`src/rtl/rpsb_pkg.sv`:
```
// ----------------------------------------------------------------------------
// Radial power spectrum binner package
// Shared types, widths and codes for the binner front end, queue and back end.
// ----------------------------------------------------------------------------
package rpsb_pkg;

   // Default geometry of the Fourier grid and the number of radial bins.
   localparam int DEF_GRID_X   = 256;
   localparam int DEF_GRID_Y   = 256;
   localparam int DEF_NUM_BINS = 256;

   // Field widths.
   localparam int INDEX_W = 8;
   localparam int COEF_W  = 16;
   localparam int SCALE_W = 17;
   localparam int FREQ_W  = 8;
   localparam int PROD_W  = SCALE_W + FREQ_W;
   localparam int SQ_W    = 2 * PROD_W;
   localparam int POWER_W = 32;
   localparam int SUM_W   = 48;

   // The bin is isqrt(S) >> 16, which equals isqrt(S >> 32).
   localparam int RAD_SHIFT = 32;
   localparam int ROOT_W    = 10;
   localparam int RAD_W     = 2 * ROOT_W;
   localparam int REM_W     = ROOT_W + 3;

   // Reset value of both scale registers (1.0 in Q1.16).
   localparam logic [SCALE_W-1:0] SCALE_ONE = 17'h10000;

   // Saturation value of a bin.
   localparam logic [SUM_W-1:0] SUM_MAX = {SUM_W{1'b1}};

   // Depth of the command queue between the front and back ends.
   localparam int QUEUE_DEPTH = 4;

   // Configuration register indexes.
   localparam logic [1:0] CSR_X_SCALE = 2'd0;
   localparam logic [1:0] CSR_Y_SCALE = 2'd1;

   // Operation codes.
   typedef enum logic [1:0] {
      OP_ACCUMULATE = 2'd0,
      OP_READ       = 2'd1,
      OP_CLEAR      = 2'd2
   } op_type;

   // Command handed from the front end to the back end.
   typedef struct packed {
      op_type                   op;
      logic [INDEX_W-1:0]       bin;
      logic [RAD_W-1:0]         radicand;
      logic [POWER_W-1:0]       power;
   } cmd_type;

   // Front end sequencer states.
   typedef enum logic [2:0] {
      F_IDLE,
      F_REDUCE,
      F_SCALE,
      F_SQUARE,
      F_PUSH
   } front_state_type;

   // Back end sequencer states.
   typedef enum logic [1:0] {
      B_IDLE,
      B_ROOT,
      B_FETCH,
      B_APPLY
   } back_state_type;

endpackage

```
`src/rtl/rpsb_front.sv`:
```
// ----------------------------------------------------------------------------
// Radial power spectrum binner front end
// Accepts transactions, folds grid indexes into frequencies, forms the squared
// radius and the coefficient power, and queues a command for the back end.
// ----------------------------------------------------------------------------
module rpsb_front import rpsb_pkg::*; #(
   parameter int GRID_X   = DEF_GRID_X,
   parameter int GRID_Y   = DEF_GRID_Y,
   parameter int NUM_BINS = DEF_NUM_BINS
) (
   input  logic                      clock,
   input  logic                      reset,
   input  logic [SCALE_W-1:0]        x_scale,
   input  logic [SCALE_W-1:0]        y_scale,
   input  logic                      req_valid,
   output logic                      req_ready,
   input  logic [1:0]                req_opcode,
   input  logic [INDEX_W-1:0]        req_row_index,
   input  logic [INDEX_W-1:0]        req_column_index,
   input  logic signed [COEF_W-1:0]  req_real_part,
   input  logic signed [COEF_W-1:0]  req_imag_part,
   input  logic [INDEX_W-1:0]        req_read_bin,
   output logic                      enq_valid,
   input  logic                      enq_ready,
   output cmd_type                   enq_data
);

   // Reciprocals for the index reduction: floor(i / G) = (i * R) >> 17 for i < 256.
   localparam int RECIP_SHIFT = 17;
   localparam logic [15:0] RECIP_X = 16'(((2 ** RECIP_SHIFT) + GRID_X - 1) / GRID_X);
   localparam logic [15:0] RECIP_Y = 16'(((2 ** RECIP_SHIFT) + GRID_Y - 1) / GRID_Y);
   localparam logic [8:0]  GX      = 9'(GRID_X);
   localparam logic [8:0]  GY      = 9'(GRID_Y);
   localparam logic [8:0]  HALF_X  = 9'(GRID_X / 2);
   localparam logic [8:0]  HALF_Y  = 9'(GRID_Y / 2);
   localparam logic [8:0]  LAST_BIN = 9'(NUM_BINS - 1);

   front_state_type state_ff, state_in;

   logic                       accept;
   logic                       load_reduce;
   logic                       load_scale;
   logic                       load_square;

   op_type                     op_ff;
   logic [INDEX_W-1:0]         row_ff, col_ff, bin_ff;
   logic signed [COEF_W-1:0]   re_ff, im_ff;
   logic [FREQ_W-1:0]          fx_ff, fy_ff;
   logic [PROD_W-1:0]          px_ff, py_ff;
   logic [2*COEF_W-1:0]        re2_ff, im2_ff;
   logic [SQ_W-1:0]            sx_ff, sy_ff;
   logic [POWER_W-1:0]         pw_ff;

   logic [INDEX_W-1:0]         bin_in;
   logic [23:0]                qx_prod, qy_prod;
   logic [15:0]                qgx, qgy;
   logic [8:0]                 rx, ry, fx_wide, fy_wide;
   logic [SQ_W:0]              radius_sq;
   logic signed [2*COEF_W-1:0] re2_s, im2_s;

   // Sequencer: next state.
   always_comb begin
      state_in = state_ff;
      unique case (state_ff)
         F_IDLE:   if (req_valid) state_in = F_REDUCE;
         F_REDUCE: state_in = F_SCALE;
         F_SCALE:  state_in = F_SQUARE;
         F_SQUARE: state_in = F_PUSH;
         F_PUSH:   if (enq_ready) state_in = F_IDLE;
         default:  state_in = F_IDLE;
      endcase
   end

   // Sequencer: outputs.
   always_comb begin
      req_ready   = 1'b0;
      load_reduce = 1'b0;
      load_scale  = 1'b0;
      load_square = 1'b0;
      enq_valid   = 1'b0;
      unique case (state_ff)
         F_IDLE:   req_ready   = 1'b1;
         F_REDUCE: load_reduce = 1'b1;
         F_SCALE:  load_scale  = 1'b1;
         F_SQUARE: load_square = 1'b1;
         F_PUSH:   enq_valid   = 1'b1;
         default:  req_ready   = 1'b0;
      endcase
   end

   assign accept = req_valid & req_ready;

   always_ff @(posedge clock) begin
      if (reset) begin
         state_ff <= F_IDLE;
      end else begin
         state_ff <= state_in;
      end
   end

   // A read past the last bin reads the last bin.
   assign bin_in = ({1'b0, req_read_bin} > LAST_BIN) ? LAST_BIN[INDEX_W-1:0] : req_read_bin;

   // Periodic reduction of the indexes, then fold the upper half to negative frequency.
   always_comb begin
      qx_prod = 24'(row_ff) * 24'(RECIP_X);
      qy_prod = 24'(col_ff) * 24'(RECIP_Y);
      qgx     = 16'(qx_prod[23:RECIP_SHIFT]) * 16'(GX);
      qgy     = 16'(qy_prod[23:RECIP_SHIFT]) * 16'(GY);
      rx      = 9'(row_ff) - qgx[8:0];
      ry      = 9'(col_ff) - qgy[8:0];
      fx_wide = (rx >= HALF_X) ? (GX - rx) : rx;
      fy_wide = (ry >= HALF_Y) ? (GY - ry) : ry;
   end

   // Coefficient squares are non-negative and fit in 31 bits.
   assign re2_s = re_ff * re_ff;
   assign im2_s = im_ff * im_ff;

   // Squared radius in units of 2^-32.
   assign radius_sq = {1'b0, sx_ff} + {1'b0, sy_ff};

   // Datapath registers, one step per sequencer state.
   always_ff @(posedge clock) begin
      if (accept) begin
         op_ff  <= op_type'(req_opcode);
         row_ff <= req_row_index;
         col_ff <= req_column_index;
         re_ff  <= req_real_part;
         im_ff  <= req_imag_part;
         bin_ff <= bin_in;
      end
      if (load_reduce) begin
         fx_ff <= fx_wide[FREQ_W-1:0];
         fy_ff <= fy_wide[FREQ_W-1:0];
      end
      if (load_scale) begin
         px_ff  <= PROD_W'(x_scale) * PROD_W'(fx_ff);
         py_ff  <= PROD_W'(y_scale) * PROD_W'(fy_ff);
         re2_ff <= re2_s;
         im2_ff <= im2_s;
      end
      if (load_square) begin
         sx_ff <= SQ_W'(px_ff) * SQ_W'(px_ff);
         sy_ff <= SQ_W'(py_ff) * SQ_W'(py_ff);
         pw_ff <= re2_ff + im2_ff;
      end
   end

   // Command toward the back end.
   always_comb begin
      enq_data.op       = op_ff;
      enq_data.bin      = bin_ff;
      enq_data.radicand = RAD_W'(radius_sq[SQ_W:RAD_SHIFT]);
      enq_data.power    = pw_ff;
   end

endmodule

```
`config.mk`:
```
export PLATFORM = sky130hd
export DESIGN_NAME = rpsb_front
export DESIGN_NICKNAME = d
export VERILOG_FILES = /design/src/rtl/rpsb_pkg.sv /design/src/rtl/rpsb_front.sv
export SDC_FILE = /design/constraint.sdc
export NUM_CORES = 2
export LEC_CHECK = 0
export BUFFER_PORTS_ARGS = -buffer_cell sky130_fd_sc_hd__buf_4
export CAP_MARGIN = 10
export CORE_ASPECT_RATIO = 0.5
export CORE_UTILIZATION = 70
export CTS_CLUSTER_SIZE = 30
export DETAILED_ROUTE_END_ITERATION = 16
export GPL_TIMING_DRIVEN = 0
export PLACE_DENSITY = 0.88
export SYNTH_ARGS = -nofsm -noshare
export SYNTH_HDL_FRONTEND = slang
export SYNTH_SLANG_ARGS = --single-unit
export TNS_END_PERCENT = 10
```
`constraint.sdc`:
```
create_clock -name clock -period 20.7 [get_ports clock]
set_clock_uncertainty 0.1 [all_clocks]
set_input_delay 0 -clock clock [delete_from_list [all_inputs] [get_ports clock]]
set_output_delay 0 -clock clock [all_outputs]
set_load 0.05 [all_outputs]
```
Yosys cells after proc, flatten, opt, wreduce, memory -nomap -nowiden
Cells that the tools add are included.
{"block": "totals", "reg_bits": 323, "in_bits": 96, "wordCells": 47}
{"block": "op_classes", "n_addsub": 4, "mul": 6, "order_cmp": 2, "eq_ne": 6, "mux": 10, "bitwise": 1, "reduce_logical": 2}
{"op": "multiplier 25 x 25 -> 50 bit", "count": 2}
{"op": "multiplier 16 x 16 -> 32 bit", "count": 2}
{"op": "adder 50 x 50 -> 51 bit", "count": 1}
{"op": "multiplier 17 x 8 -> 25 bit", "count": 2}
{"op": "adder 32 bit", "count": 1}
{"op": "greater-or-equal comparator 8 bit (second input constant)", "count": 2}
{"op": "two-way mux 8 bit", "count": 2}
{"op": "subtractor 1 x 8 -> 8 bit (first input constant)", "count": 2}
{"op": "one-hot mux 3 bit (5 select lines)", "count": 1}
{"op": "equality test 3 x 2 -> 1 bit (second input constant)", "count": 2}
{"op": "two-way mux 3 bit", "count": 2}
{"op": "two-way mux 1 bit", "count": 5}
{"op": "!= test 2 bit (second input constant)", "count": 2}
{"op": "equality test 3 x 1 -> 1 bit (second input constant)", "count": 1}
{"op": "equality test 3 bit (second input constant)", "count": 1}
{"op": "zero test 3 bit", "count": 1}
{"op": "AND reduction 2 bit", "count": 1}
{"op": "AND 1 bit", "count": 1}

Logic depth before layout (Yosys ltp)
{"block": "depth", "ltp_word": 3, "depth_mapped": 28, "mapped_depth_nobuf": 26}

Worst setup path after synthesis
No wires, ideal clock.
{"block": "synth_path", "path_kind": "reg2reg", "startpoint": "reg state_ff[1]", "endpoint": "reg im2_ff[0] (enable)", "setup_ns": 0.743, "t_arrival_ns": 8.571, "path_slack_ns": 11.286, "path_stages_with_launch": 2, "n_path_buf": 0, "period_less_slack_ns": 9.414, "cell_sequence": "dfxtp_1 -> nor3b_1"}
{"block": "synth_between", "elab_chain_cells": 2}
{"element": "from (decl)", "line": "rpsb_front.sv:38", "rtl": "front_state_type state_ff, state_in;"}
{"element": "from (signal assigned)", "line": "rpsb_front.sv:97", "rtl": "state_ff <= state_in;"}
{"element": "equality test 3 x 2 -> 1 bit", "line": "rpsb_front.sv:81", "rtl": "unique case (state_ff)"}
{"element": "two-way mux 1 bit", "line": "rpsb_front.sv:81"}
{"element": "to (signal assigned)", "line": "rpsb_front.sv:141", "rtl": "im2_ff <= im2_s;"}
{"element": "to (decl)", "line": "rpsb_front.sv:50", "rtl": "logic [2*COEF_W-1:0] re2_ff, im2_ff;"}
No other way between the ends.
A chain may end at the register's enable or synchronous reset.

Worst setup path in the final report
{"block": "layout_path", "startpoint": "reg px_ff[18]", "endpoint": "reg sx_ff[48], data pin"}
{"block": "layout_between", "elab_chain_cells": 1}
{"element": "from (decl)", "line": "rpsb_front.sv:49", "rtl": "logic [PROD_W-1:0] px_ff, py_ff;"}
{"element": "from (signal assigned)", "line": "rpsb_front.sv:138", "rtl": "px_ff <= PROD_W'(x_scale) * PROD_W'(fx_ff);"}
{"element": "multiplier 25 x 25 -> 50 bit", "line": "rpsb_front.sv:144", "rtl": "sx_ff <= SQ_W'(px_ff) * SQ_W'(px_ff);"}
{"element": "to (signal assigned)", "line": "rpsb_front.sv:144"}
{"element": "to (decl)", "line": "rpsb_front.sv:51", "rtl": "logic [SQ_W-1:0] sx_ff, sy_ff;"}
No other way between the ends.

==> metrics.md <==
| Metric | Value |
|---|---|
| Status | finished, final reports clean |
| Cell types with the highest counts after synthesis | inv_1, fa_1, nand2_1 |
| Wire length of the first global-routing pass | 304,700 um |
| Count of TritonRoute iterations in the first routing pass | 8 |
| Placeable core region | 0.1054 sq mm |
| Post-detailed-placement half-perimeter wirelength | 155,400 um |
| Routed via count divided by cell count | 5.791 |
| Ys async rst share | 0% |
| Die Width | 464.1 um |
| Routed via count | 54,967 |
| Wirelength, routed | roughly 190,000 um |
| Count of nets after finishing | 10,449 |
| Worst-Skew Late Latency | 630 ps |
| Critical Path Start Type | flip-flop |
| GRT overflow | 0 |
| PortBufs | 156 |
| Inserted Clock Buffers | 36 |
| Sequential cell area fraction in the yosys report | 12.69% |
| Slew Limit Headroom | 26.59% |
| Num ports | 160 |
| Number of buffers inserted to repair setup after CTS | 0 |
| Die height | 233.1 um |
| Number of routed nets with antenna violations | 0 |
| Minimum period implied by the final worst setup slack | ~9900 ps |
| Count of standard-cell rows | 84 |
| Number of sinks handled by clock tree synthesis | 317 |
| Post-synthesis cell type count | 84 |
| Maximum clock frequency | ~100 MHz |
| Critical path type | flip-flop to flip-flop |
| Die Outline Area | 0.1082 sq mm |
| Mapped Cells | 7,720 |
| Clk Tree Root Cell | clkbuf_16 |
| Most frequently used flop master after synthesis | edfxtp_1 |
| Number of levels in the clock H-tree | 2 |
| Transition time at the pin with the least slew margin | 1101 ps |
| Final TNS setup | 0 ps |
| Setup repair after global routing missed its margin | false |
| Via count of the first global-routing pass | 58,988 |
| Synthesis-to-finish area growth | 7.357% |
| Total routing resource utilization after global routing | 36.67% |
| Largest net degree at the start of global routing | 64 |
| Kind of capture point of the worst setup path | flip-flop |
| Critical path data arrival time | just over 10,000 ps |
| Hold Fails Final Rpt | 0 |
| Biggest area contributors in the synthesized netlist | fa_1, edfxtp_1, ha_1 |
| Total of endpoints with negative setup slack in the final report | 0 |
| Top-area cell type share of the netlist area | 42.66% |
| Class of the tightest hold or removal check | input port to flip-flop |
| Post-synthesis instance area | 0.07475 sq mm |
| Number of fillers in the final layout | 6,778 |
| Synthesized flop and latch total | 317 |
| Cell type with the largest total area after synthesis | fa_1 |
| Number of DRC markers in iteration 0 | 5,180 |
| Synthesized net count | 10,127 |
| Part of the cycle the worst path needs | 48.06% |
| Deepest clock path buffer count | 3 |
| Max-cap violation count | 0 |
| TritonCTS clock tree | done |
| Effective utilization at floorplan | 70.91% |
| Average footprint of a synthesized cell | 9.682 sq um |
| Routed WL per cell | 20.11 um |
| CTS clk-pin slew, worst paths | 70 ps |
| Initial antenna violation count | 7 |
| Yosys warning count | 0 |
| Number of enable flip-flop cells after synthesis | ~310 |
| Largest fanout on the critical path | 10 |
| Share of cells above drive strength 1 | 3.421% |
| Count leader, synth | inv_1 |
| Routability cong. | 1.019 |
| Data required time at the worst endpoint | 20,930 ps |
| Number of max-slew violations in the final report | 0 |
| Count of unresolved DRC violations after routing | 0 |
-- path summary, 6_finish.rpt --
| path | depth (start not counted) | start | end | slack, ps |
|---|---|---|---|---|
| worst max-delay path | 26 | px_ff[18]$_DFFE_PP_ | sx_ff[48]$_DFFE_PP_ | 10750 |
| worst min-delay path | 2 | req_column_index[6] | col_ff[6]$_DFFE_PP_ | 40 |
| worst max register to register | 26 | px_ff[18]$_DFFE_PP_ | sx_ff[48]$_DFFE_PP_ | 10750 |
| worst min register to register | 0 | im_ff[0]$_DFFE_PP_ | im2_ff[0]$_DFFE_PP_ | 390 |
-- kinds of logic after synthesis --
| family | Yosys count | share of synthesized area [%] |
|---|---|---|
| and+or+nand+nor | 1786 | 11.64 |
| xor gates and xnor gates | 259 | 3.035 |
| DFF | 317 | 12.69 |
| muxes | 13 | 0.1825 |
| AOI/OAI and AO/OA | 671 | 5.889 |
| other | 1 | 0.005017 |
| adders and majority gates | 2311 | 54.68 |
| buffers and inverters | 2362 | 11.87 |
-- layer usage --
layer | share of wire (%) | global-route usage [%]
met1 | 36 | 46.75
met2 | 46 | 58.56
met3 | 12 | 9.529
met4 | 5.9 | 18.74
met5 | 0 | 0
-- placed cells by master (no fill, tap or decap), types with 114 or more instances in the layout --
cell	synthesis	layout
ha_1	718	718
buf_4	1	157
dlygate4sd3_1	0	114
a21oi_1	210	210
inv_1	2168	2168
xnor2_1	180	180
edfxtp_1	314	314
clkbuf_1	189	195
fa_1	1593	1593
nand2_1	723	723
and2_1	473	472
nor2_1	243	243
-- stage by stage --
stage               instances  setup WS (ps)  hold slack [ps]  cell area, sq um  utilization [%]
floorplan                7720          11290           -27.62             74750                -
global placement         9295           7124            78.08             77690            73.70
detailed placement       9309          11300            79.25             77910            73.90
CTS                      9486          11180            4.922             80230            76.11
global route             9489          10560            25.20             80240            76.12
finish                   9492          10750            38.43             80250            76.12
-- registers in the layout, summed over array words and instances (netlist names), 8 cells and up --
name	flops
sx_ff	48
sy_ff	48
pw_ff	32
im2_ff	31
re2_ff	31
px_ff	25
py_ff	25
im_ff	16
re_ff	16
bin_ff	8
col_ff	8
fx_ff	8
fy_ff	8
row_ff	8
-- layout make-up --
type,instances,area (sq um),area share [%]
Tap cell,1419,1775,2.212
Clock buffer,44,962.2,1.199
Antenna cell,6,15.01,0.01871
Multi-Input combinational cell,5041,56400,70.29
Clock inverter,19,222.7,0.2775
Inverter,2170,8145,10.15
Timing Repair Buffer,284,2507,3.125
Buffer,192,726.9,0.9059
Sequential cell,317,9489,11.82
-- timing repair --
action                                 in CTS  in global routing
resized for setup                           0                  0
endpoints found under the hold margin      88                  0
hold buffers                              114                  0
-- critical path: stages, from the launching register on --
cell	delay (ps)
edfxtp_1	670
clkbuf_1	580
clkbuf_1	880
nand2_1	260
fa_1	580
inv_1	60
fa_1	530
inv_1	60
fa_1	500
fa_1	540
inv_1	60
fa_1	500
fa_1	490
inv_1	50
fa_1	470
inv_1	40
ha_1	310
buf_2	200
a21oi_1	100
o21ai_0	340
a21oi_1	160
a211oi_1	640
a21oi_1	240
o31ai_1	680
a311oi_2	290
o21ai_1	230
xor2_1	80
Power is not shown: default switching activity piles up to over one toggle a cycle in this logic, so the estimate is an artifact.
