--- src/rtl/rpsb_pkg.sv ---
// ----------------------------------------------------------------------------
// Radial power spectrum binner package
// Shared types, widths and codes for the binner front end, queue and back end.
// ----------------------------------------------------------------------------
package rpsb_pkg;

   // Default geometry of the Fourier grid and the number of radial bins.
   localparam int DEF_GRID_X   = 256;
   localparam int DEF_GRID_Y   = 256;
   localparam int DEF_NUM_BINS = 256;

   // Field widths.
   localparam int INDEX_W = 8;
   localparam int COEF_W  = 16;
   localparam int SCALE_W = 17;
   localparam int FREQ_W  = 8;
   localparam int PROD_W  = SCALE_W + FREQ_W;
   localparam int SQ_W    = 2 * PROD_W;
   localparam int POWER_W = 32;
   localparam int SUM_W   = 48;

   // The bin is isqrt(S) >> 16, which equals isqrt(S >> 32).
   localparam int RAD_SHIFT = 32;
   localparam int ROOT_W    = 10;
   localparam int RAD_W     = 2 * ROOT_W;
   localparam int REM_W     = ROOT_W + 3;

   // Reset value of both scale registers (1.0 in Q1.16).
   localparam logic [SCALE_W-1:0] SCALE_ONE = 17'h10000;

   // Saturation value of a bin.
   localparam logic [SUM_W-1:0] SUM_MAX = {SUM_W{1'b1}};

   // Depth of the command queue between the front and back ends.
   localparam int QUEUE_DEPTH = 4;

   // Configuration register indexes.
   localparam logic [1:0] CSR_X_SCALE = 2'd0;
   localparam logic [1:0] CSR_Y_SCALE = 2'd1;

   // Operation codes.
   typedef enum logic [1:0] {
      OP_ACCUMULATE = 2'd0,
      OP_READ       = 2'd1,
      OP_CLEAR      = 2'd2
   } op_type;

   // Command handed from the front end to the back end.
   typedef struct packed {
      op_type                   op;
      logic [INDEX_W-1:0]       bin;
      logic [RAD_W-1:0]         radicand;
      logic [POWER_W-1:0]       power;
   } cmd_type;

   // Front end sequencer states.
   typedef enum logic [2:0] {
      F_IDLE,
      F_REDUCE,
      F_SCALE,
      F_SQUARE,
      F_PUSH
   } front_state_type;

   // Back end sequencer states.
   typedef enum logic [1:0] {
      B_IDLE,
      B_ROOT,
      B_FETCH,
      B_APPLY
   } back_state_type;

endpackage

--- src/rtl/rpsb_queue.sv ---
// ----------------------------------------------------------------------------
// Radial power spectrum binner command queue
// Small first-in first-out buffer that decouples the front and back ends.
// ----------------------------------------------------------------------------
module rpsb_queue import rpsb_pkg::*; (
   input  logic    clock,
   input  logic    reset,
   input  logic    enq_valid,
   output logic    enq_ready,
   input  cmd_type enq_data,
   output logic    deq_valid,
   input  logic    deq_ready,
   output cmd_type deq_data
);

   localparam int PTR_W = $clog2(QUEUE_DEPTH);
   localparam int CNT_W = $clog2(QUEUE_DEPTH + 1);

   cmd_type            slot_ff [QUEUE_DEPTH];
   logic [PTR_W-1:0]   head_ff, tail_ff;
   logic [CNT_W-1:0]   count_ff;
   logic               push, pop;

   assign enq_ready = (count_ff != CNT_W'(QUEUE_DEPTH));
   assign deq_valid = (count_ff != '0);
   assign push      = enq_valid & enq_ready;
   assign pop       = deq_valid & deq_ready;
   assign deq_data  = slot_ff[head_ff];

   // Storage.
   always_ff @(posedge clock) begin
      if (push) begin
         slot_ff[tail_ff] <= enq_data;
      end
   end

   // Pointers and fill level.
   always_ff @(posedge clock) begin
      if (reset) begin
         head_ff  <= '0;
         tail_ff  <= '0;
         count_ff <= '0;
      end else begin
         if (push) tail_ff <= tail_ff + 1'b1;
         if (pop)  head_ff <= head_ff + 1'b1;
         if (push && !pop) begin
            count_ff <= count_ff + 1'b1;
         end else if (pop && !push) begin
            count_ff <= count_ff - 1'b1;
         end
      end
   end

endmodule

--- config.mk ---
export PLATFORM = sky130hd
export DESIGN_NAME = rpsb_queue
export DESIGN_NICKNAME = d
export VERILOG_FILES = /design/src/rtl/rpsb_pkg.sv /design/src/rtl/rpsb_queue.sv
export SDC_FILE = /design/constraint.sdc
export NUM_CORES = 1
export LEC_CHECK = 0
export BUFFER_PORTS_ARGS = -buffer_cell sky130_fd_sc_hd__buf_4
export CAP_MARGIN = 20
export CELL_PAD_IN_SITES_DETAIL_PLACEMENT = 0
export CELL_PAD_IN_SITES_GLOBAL_PLACEMENT = 1
export CORE_MARGIN = 3
export CORE_UTILIZATION = 40
export CTS_BUF_LIST = sky130_fd_sc_hd__clkbuf_8 sky130_fd_sc_hd__clkbuf_16
export DETAILED_ROUTE_END_ITERATION = 8
export PLACE_DENSITY_LB_ADDON = 0.25
export SETUP_SLACK_MARGIN = 0.3
export SYNTH_ARGS = -nofsm -noshare
export SYNTH_HDL_FRONTEND = slang
export SYNTH_SLANG_ARGS = --single-unit
--- constraint.sdc ---
create_clock -name clock -period 3.1 [get_ports clock]
set_input_delay 0.465 -clock clock [delete_from_list [all_inputs] [get_ports clock]]
set_output_delay 0.465 -clock clock [all_outputs]
set_load 0.02 [all_outputs]
Word-level counts from Yosys, hierarchy flattened --
Memory sizes are Yosys's and may differ from the RTL's. A register that Yosys moved wholly into a read port is not among the register bits. Cells that the tools add are included.
Cells by class: add/subtract/negate cells 4, eq/ne operators 1, mux-type cells 6, bitwise operators 2, reductions and logical operators 6
Operators by type and width (number):
- two-way mux 3 bit | 2
- adder 2 x 1 -> 2 bit (second input constant) | 2
- two-way mux 2 bit | 2
- adder 3 x 1 -> 3 bit (second input constant) | 1
- inequality test 3 bit (second input constant) | 1
- nonzero test 3 bit | 1
- subtractor 3 x 1 -> 3 bit (second input constant) | 1
- AND 1 bit | 2
- logical AND 1 bit | 2
- zero test 1 bit | 2
- two-way mux 1 bit | 2
- nonzero test 2 bit | 1
Word-level totals: register bits 7, memory bits (writable) 248, bits of input ports 66, output and inout bits 64, word-level logic and storage cells 23, memories kept 1
Memory list:
- slot_ff | depth 4, width 62, read ports 1, clocked after memory_dff 1, write ports 1, line rpsb_queue.sv:19 | cmd_type slot_ff [QUEUE_DEPTH];

Logic depth before layout (Yosys ltp) --
Gate-level depths: netlist of run 1.
depth after elaboration 6, depth in mapped cells 8, gate-level depth less buffers 8

Worst setup path before layout of run 1 --
OpenSTA, ideal clock, no wires.
kind register -> register, start reg count_ff[0], end mem slot_ff[2][0] (netlist name) (enable), setup time 0.426 ns, arrival time 2.265 ns, required time 2.674 ns, slack 0.408 ns, stages on the path, launching flop included 4, buffers on the path 0, clock period less this slack 2.692 ns, cells stage by stage dfxtp_1 > nor2_1 > a21boi_2 > and2_1
On the way: word-level cells in the longest chain between the ends 4
Ends and longest elaborated chain:
- from (decl) | line rpsb_queue.sv:21 | logic [CNT_W-1:0] count_ff;
- from (signal assigned) | line rpsb_queue.sv:47 | count_ff <= count_ff + 1'b1;
- from (signal assigned) | line rpsb_queue.sv:49 | count_ff <= count_ff - 1'b1;
- inequality test 3 bit | line rpsb_queue.sv:24 | assign enq_ready = (count_ff != CNT_W'(QUEUE_DEPTH));
- AND 1 bit | line rpsb_queue.sv:26 | assign push = enq_valid & enq_ready;
- named net push | line rpsb_queue.sv:22 | logic push, pop;
- two-way mux 1 bit | line rpsb_queue.sv:32 | if (push) begin
- two-way mux 1 bit (implied by the code) | line rpsb_queue.sv:33 | slot_ff[tail_ff] <= enq_data;
- to (decl) | line rpsb_queue.sv:19
The timed path passes the listed nets, and every way through them passes these cells.

==> results of run 1 <==
-- logic make-up (layout without fill, tap and decap cells) --
family,count (synthesis),in the layout
compound gates,5,5
fa+ha+maj,6,6
flops,257,257
simple gates,17,17
xor+xnor,4,4
mux,65,65
buf+inv,18,190
-- through the flow --
stage	cells	total power, µW	utilization (%)
finish	857	10260	51.03
CTS	857	10450	51.03
detailed placement	810	7204	47.14
global route	857	10730	51.03
global placement	810	7166	47.14
floorplan	372	6227	-
-- state kept, by name, indices dropped and copies added (netlist names), named ones only --
| register | cells |
|---|---|
| tail_ff | 2 |
| count_ff | 3 |
| slot_ff | 248 |
| head_ff | 2 |
-- final timing paths --
path	slack [ps]	startpoint	to	cells after the start
setup / recovery	480	register	deq_data[57]	3
setup reg to reg	760	count_ff[0]	count_ff[2]	8
hold reg to reg	530	tail_ff[1]	tail_ff[1]	2
hold / removal	150	enq_data[23]	slot_ff[1][23]	1
-- layout by cell type (no fill, tap or decap), types with 4 or more instances in the layout --
cell type    n
inv_1        7
xor2_1       4
clkinv_1     5
bufinv_16    5
buf_12       5
edfxtp_1   248
dfxtp_1      7
and2_4       4
clkbuf_16   27
nor2_1       8
ha_1         5
clkinv_2     5
buf_4      135
mux4_2      60
-- metal layers --
layer / GRT usage, % / vias up
li1: - / 1892
met1: 18.54 / 2229
met2: 22.87 / 115
met3: 3.268 / 29
met4: 3.195 / 0
met5: 0 / -
-- power by group through the flow --
stage | registers (µW) | logic, µW | clock network (µW)
global placement | 4470 | 2700 | 0
finish | 4410 | 2640 | 3210
CTS | 4420 | 2720 | 3300
floorplan | 4370 | 1850 | 0
detailed placement | 4490 | 2710 | 0
global route | 4460 | 2830 | 3440
-- area by class of cell --
| class | instances | area (µm²) | share of cell area (%) |
|---|---|---|---|
| Clock buffer | 27 | 675.6 | 5.761 |
| Clock inverter | 20 | 217.7 | 1.856 |
| Inverter | 3 | 11.26 | 0.09601 |
| Multi-Input combinational cell | 97 | 1684 | 14.36 |
| Sequential cell | 257 | 7635 | 65.10 |
| Tap cell | 313 | 391.6 | 3.339 |
| Timing Repair Buffer | 140 | 1114 | 9.494 |
==> out/metrics.yaml, run 1 <==
sta:
  fmax_mhz: 381.8
  timing.hold.ws_ps: 150.8
  clock-skew-final_ps: 9.983
  slew_headroom_pct: 62.29
  rsz0062_at_grt: "false"
  period_share_pct: 84.50
  finalMaxSlewViolations: 0
  tightest_slew_ps: 565.7
  hold_viol: 0
  setup_viol: 0
  setup_slack_ps: 480.6
  setup_tns_ps: 0
  fin_crit_ps: 2619
power_and_ir_drop:
  power.density_nw_per_um2: 874.8
  p_comb_share_pct: 25.8
  ir_worst_vdd_uv: 400.6
  p_leak_uw: 0.003970
  clockPowerShare_pct: 31.3
  p_sw_uw: 2768
  switching_share_pct: 26.98
  cellInternalPower_uw: 7492
  seqPwrFrac_pct: 43.0
yosys:
  synth_fa_ha_area_share_pct: 0.8709
  synth_ff_type: "edfxtp_1"
  synth_simple_gate_area_share_pct: 0.8841
  synth_seq_cells: 257
  seq_area_frac_synth_pct: 80.44
  synthMuxAreaShare_pct: 15.14
  syn_nets: 444
  synth_top_family_by_area: "multiplexers"
  synth.yosys.warnings: 0
  netlist_area_um2: 9482
  syn_area_per_cell_um2: 25.49
  synthTopCellsByArea: "edfxtp_1 (79%), mux4_2 (14%), dfxtp_1 (1.9%)"
  synth_edf_count: 248
  async_flop_share_pct: 0
  synth_top_area_share_pct: 78.54
  synthCells: 372
  yosysUniqueCellTypes: 24
  yosysMostFrequentCell: "edfxtp_1"
  synth_compound_area_share_pct: 0.3959
  synth_top_cell_by_area: "edfxtp_1"
  synthTopCellsByCount: "edfxtp_1 (248), mux4_2 (60), dfxtp_1 (9)"
  yosys.area_share.xor_xnor_pct: 0.3695
clock_tree:
  clock_latency_ps: 510
  post_cts_resized: 0
  cts.htree.levels: 1
  clkTransAtPathRegs_ps: 60
  hold_buffers: 0
  cts_sinks: 257
  clk_path_buf_depth: 3
  cts_root_buf: "clkbuf_16"
  cts_setup_buffers: 0
  cts_tree: "done"
  cts_made_buffers: 27
route:
  vias: 4265
  wl_um: 17510
  route.layer.met1.wl_um: 7492
  drc_errors: 0
  ant_nets: 0
  first_pass_iters: 4
  route.met2.wl_um: 8711
  drtIter0Drc: 228
  wire_per_inst_um: 20.43
  route.met3.wl_um: 948
  vias_per_cell: 4.977
  top_layer: "met4"
setup_path:
  cp_num_buf_inv: 2
  crit_arrival_ps: 2150
  max_stage_delay_ps: 600
  slowest_stage: "mux4_1"
  worstPathCellList: "buf_12, mux4_1, buf_4"
  end_kind: "output pin"
  crit_type: "reg2out"
  crit_required_ps: 2630
  crit_fanout: 21
  start_kind: "register"
  crit_family: "multiplexers"
floorplan:
  initial_utilization_pct: 41.25
  io_pins: 130
  rows: 55
  die_w_um: 160.0
  die_y_um: 160.0
  core_um2: 22980
  die_area_um2: 25590
placement:
  dpl.hpwl_um: 10520
  preCtsSetupSlack_ps: 780.5
  dpl-instance-area_um2: 10840
  io_buffers: 129
  gp_congestion: 0.6801
global_route:
  grt_pass1_wl_um: 27360
  grt_usage_pct: 13.73
  grt-ovfl-total: 0
  antenna_found_initial: 0
  grt_max_degree: 48
  grt_pass1_vias: 4704
flow_run:
  cap_violations: 0
layout:
  area_delta_synth_final_pct: 23.70
  drive_above_1_share_pct: 45.22
  nets: 598
  fillerInstances: 1891
  design_area_um2: 11730
  antenna_cells_inserted: 0
outcome:
  outcome: "completed"
min_path:
  hp-class: "in2reg"
(Power assumes the default switching activity.)
==> run 2, diff against run 1 <==
--- a/config.mk
+++ b/config.mk
@@ -5,6 +5,7 @@
 export SDC_FILE = /design/constraint.sdc
 export NUM_CORES = 1
 export LEC_CHECK = 0
+export ABC_AREA = 1
 export BUFFER_PORTS_ARGS = -buffer_cell sky130_fd_sc_hd__buf_4
 export CAP_MARGIN = 20
 export CELL_PAD_IN_SITES_DETAIL_PLACEMENT = 0
==> constraint.sdc (replaced) <==
create_clock -name clock -period 2.56 [get_ports clock]
set_input_delay 0.384 -clock clock [delete_from_list [all_inputs] [get_ports clock]]
set_output_delay 0.384 -clock clock [all_outputs]
set_load 0.02 [all_outputs]
==> out/metrics.yaml, run 2 <==
route:
  first_pass_iters: 5  # +1
  vias: 6136  # +44%
  ant_nets: 0  # unchanged
  wire_per_inst_um: 20.68  # +1.2%
  drc_errors: 0  # unchanged
  drtIter0Drc: 483  # +110%
  vias_per_cell: 5.303  # +6.6%
  wl_um: 23930  # +37%
sta:
  slew_headroom_pct: 75.27  # +13 points
  fmax_mhz: 457.4
  tightest_slew_ps: 370.9  # -194.8 ps
  hold_viol: 0  # unchanged
  setup_slack_ps: 373.7  # -106.9 ps
  rsz0062_at_grt: "true"
  finalMaxSlewViolations: 0  # unchanged
  setup_tns_ps: 0  # unchanged
  period_share_pct: 85.40
  fin_crit_ps: 2186
  setup_viol: 0  # unchanged
  timing.hold.ws_ps: 41.11  # -109.7 ps
  clock-skew-final_ps: 7.019  # -2.964 ps
yosys:
  synth_top_cell_by_area: "edfxtp_1"
  synth.yosys.warnings: 0  # unchanged
  yosysMostFrequentCell: "edfxtp_1"
  synthCells: 668  # +80%
  seq_area_frac_synth_pct: 74.37  # -6.1 points
  synthTopCellsByCount: "edfxtp_1 (248), o21ai_0 (112), nor2_1 (78)"
  synth_seq_cells: 257  # unchanged
  syn_area_per_cell_um2: 15.35  # -40%
  async_flop_share_pct: 0  # unchanged
  yosysUniqueCellTypes: 23  # -4.2%
  synth_top_area_share_pct: 72.61  # -5.9 points
  synth_ff_type: "edfxtp_1"
  synth_edf_count: 248  # unchanged
  syn_nets: 740  # +67%
  netlist_area_um2: 10260  # +8.2%
  synthTopCellsByArea: "edfxtp_1 (73%), o22ai_2 (7.3%), o21ai_0 (5.5%)"
floorplan:
  initial_utilization_pct: 41.44  # +0.19 points
  die_area_um2: 27600  # +7.9%
  io_pins: 130  # unchanged
  rows: 57  # +3.6%
  die_w_um: 166.1  # +3.9%
  die_y_um: 166.1  # +3.9%
  core_um2: 24750  # +7.7%
clock_tree:
  cts_made_buffers: 28  # +3.7%
  cts.htree.levels: 1  # unchanged
  cts_sinks: 257  # unchanged
  clkTransAtPathRegs_ps: 60  # about the same
  cts_tree: "done"
  clock_latency_ps: 530  # +20 ps
  clk_path_buf_depth: 3  # unchanged
  cts_root_buf: "clkbuf_16"
global_route:
  grt-ovfl-total: 0  # unchanged
  grt_usage_pct: 16.80  # +3.1 points
  grt_pass1_vias: 6405  # +36%
  grt_pass1_wl_um: 36600  # +34%
  antenna_found_initial: 1  # +1
  grt_max_degree: 47  # -2.1%
layout:
  reg.largest.list: "slot_ff x248, count_ff x3"
  final_common_cell: "edfxtp_1"
  antenna_cells_inserted: 0  # unchanged
  finalCoreUtilization_pct: 51.33  # +0.30 points
  drive_above_1_share_pct: 38.30  # -6.9 points
  top_register: "slot_ff"
  nets: 884  # +48%
  final_cell_mix: "edfxtp_1 (248), buf_4 (135), o21ai_0 (110)"
  fin_cells: 1157  # +35%
  area_delta_synth_final_pct: 23.86
  largest_reg_flops: 248  # unchanged
setup_path:
  worstPathCellList: "buf_12, inv_16, buf_6, o21ai_0, o22ai_2, buf_4"
  cp_num_buf_inv: 4  # +2
  max_stage_delay_ps: 360  # -240 ps
  slowest_stage: "dfxtp_4"
  crit_arrival_ps: 1800  # -350 ps
  start_kind: "register"
  crit_required_ps: 2180  # -450 ps
  crit_type: "reg2out"
  worstReg2RegStart: "count_ff[1]"
  crit_family: "buffers and inverters"
  crit_fanout: 31  # +48%
  end_kind: "output pin"
placement:
  preCtsSetupSlack_ps: 667.8  # -112.7 ps
  dp_cells: 1099  # +36%
  io_buffers: 129  # unchanged
  dpl.hpwl_um: 12510  # +19%
  gp_congestion: 0.7074  # +4.0%
power_and_ir_drop:
  p_leak_uw: 0.004450  # +12%
  power.density_nw_per_um2: 1058  # +21%
  clockPowerShare_pct: 29.6  # -1.7 points
  p_comb_share_pct: 31.4  # +5.6 points
  ir_worst_vdd_uv: 626.8  # +56%
  seqPwrFrac_pct: 39.0  # -4.0 points
  switching_share_pct: 31.85  # +4.9 points
  cellInternalPower_uw: 9162  # +22%
  p_sw_uw: 4282  # +55%
min_path:
  hp-start: "reset"
  hp-class: "in2reg"
outcome:
  outcome: "completed"
flow_run:
  cap_violations: 0  # unchanged
-- run 2: area by class of cell --
class,instances,area [µm²]
clock inverter,22,200.2
tap,324,405.4
multi-input combinational,355,2277
inverter,16,78.83
timing repair inverter,1,11.26
sequential,257,7632
timing repair buffer,153,1373
clock buffer,29,725.7
fill,2074,12040
-- run 2: path summary, 6_finish.rpt --
path | endpoint | slack [ps] | depth (start not counted)
max | deq_data[9] | 370 | 6
min | register | 40 | 2
max reg2reg | count_ff[2] | 650 | 13
min reg2reg | register | 520 | 2
-- run 2: worst register-to-register path, cell delays in order, from the launching register on --
cell	delay, ps
dfxtp_1	380
nor2_1	80
nand2_1	130
nand2_1	80
inv_1	100
ha_1	190
inv_1	80
fa_1	390
inv_1	80
nand2_1	50
nand3_1	100
nand2_1	60
nand2_1	60
nor2_1	40
-- run 2: layer usage --
metal	share of wire, %	wire (µm)	vias to the layer above	GRT usage (%)
met5	0.054	13	-	0
met4	2.7	657	2	5.099
met3	5.7	1374	44	3.737
met2	49	11840	170	28.92
met1	42	10040	3123	21.37
li1	-	-	2797	-
-- run 2: cell families after synthesis --
family / Yosys count / share of synthesized area (%)
AO/OA/AOI/OAI: 190 / 13.69
buffers and inverters: 56 / 3.721
flip-flops: 257 / 74.37
adder cells (fa/ha/maj): 6 / 0.8052
AND/OR/NAND/NOR: 158 / 7.332
XOR/XNOR: 1 / 0.08541
-- run 2: through the flow --
step	area, µm²	power (µW)
2_1_floorplan	10270	7871
3_3_place_gp	11570	9162
3_5_place_dp	11570	9254
4_1_cts	12660	13560
5_1_grt	12700	14060
6_report	12700	13440
-- run 2: timing repair --
action,CTS,global route
hold buffers,0,0
endpoints found under the hold margin,0,0
gates resized for setup,7,9
endpoints found under the setup margin,62,40
setup buffers,2,0
gates cloned,4,1
-- run 2: power groups by stage --
stage,clock network (µW),logic (µW),registers [µW]
global placement,0,3850,5310
detailed placement,0,3920,5330
global route,4240,4550,5270
floorplan,0,2570,5310
CTS,4060,4250,5240
finish,3980,4220,5240
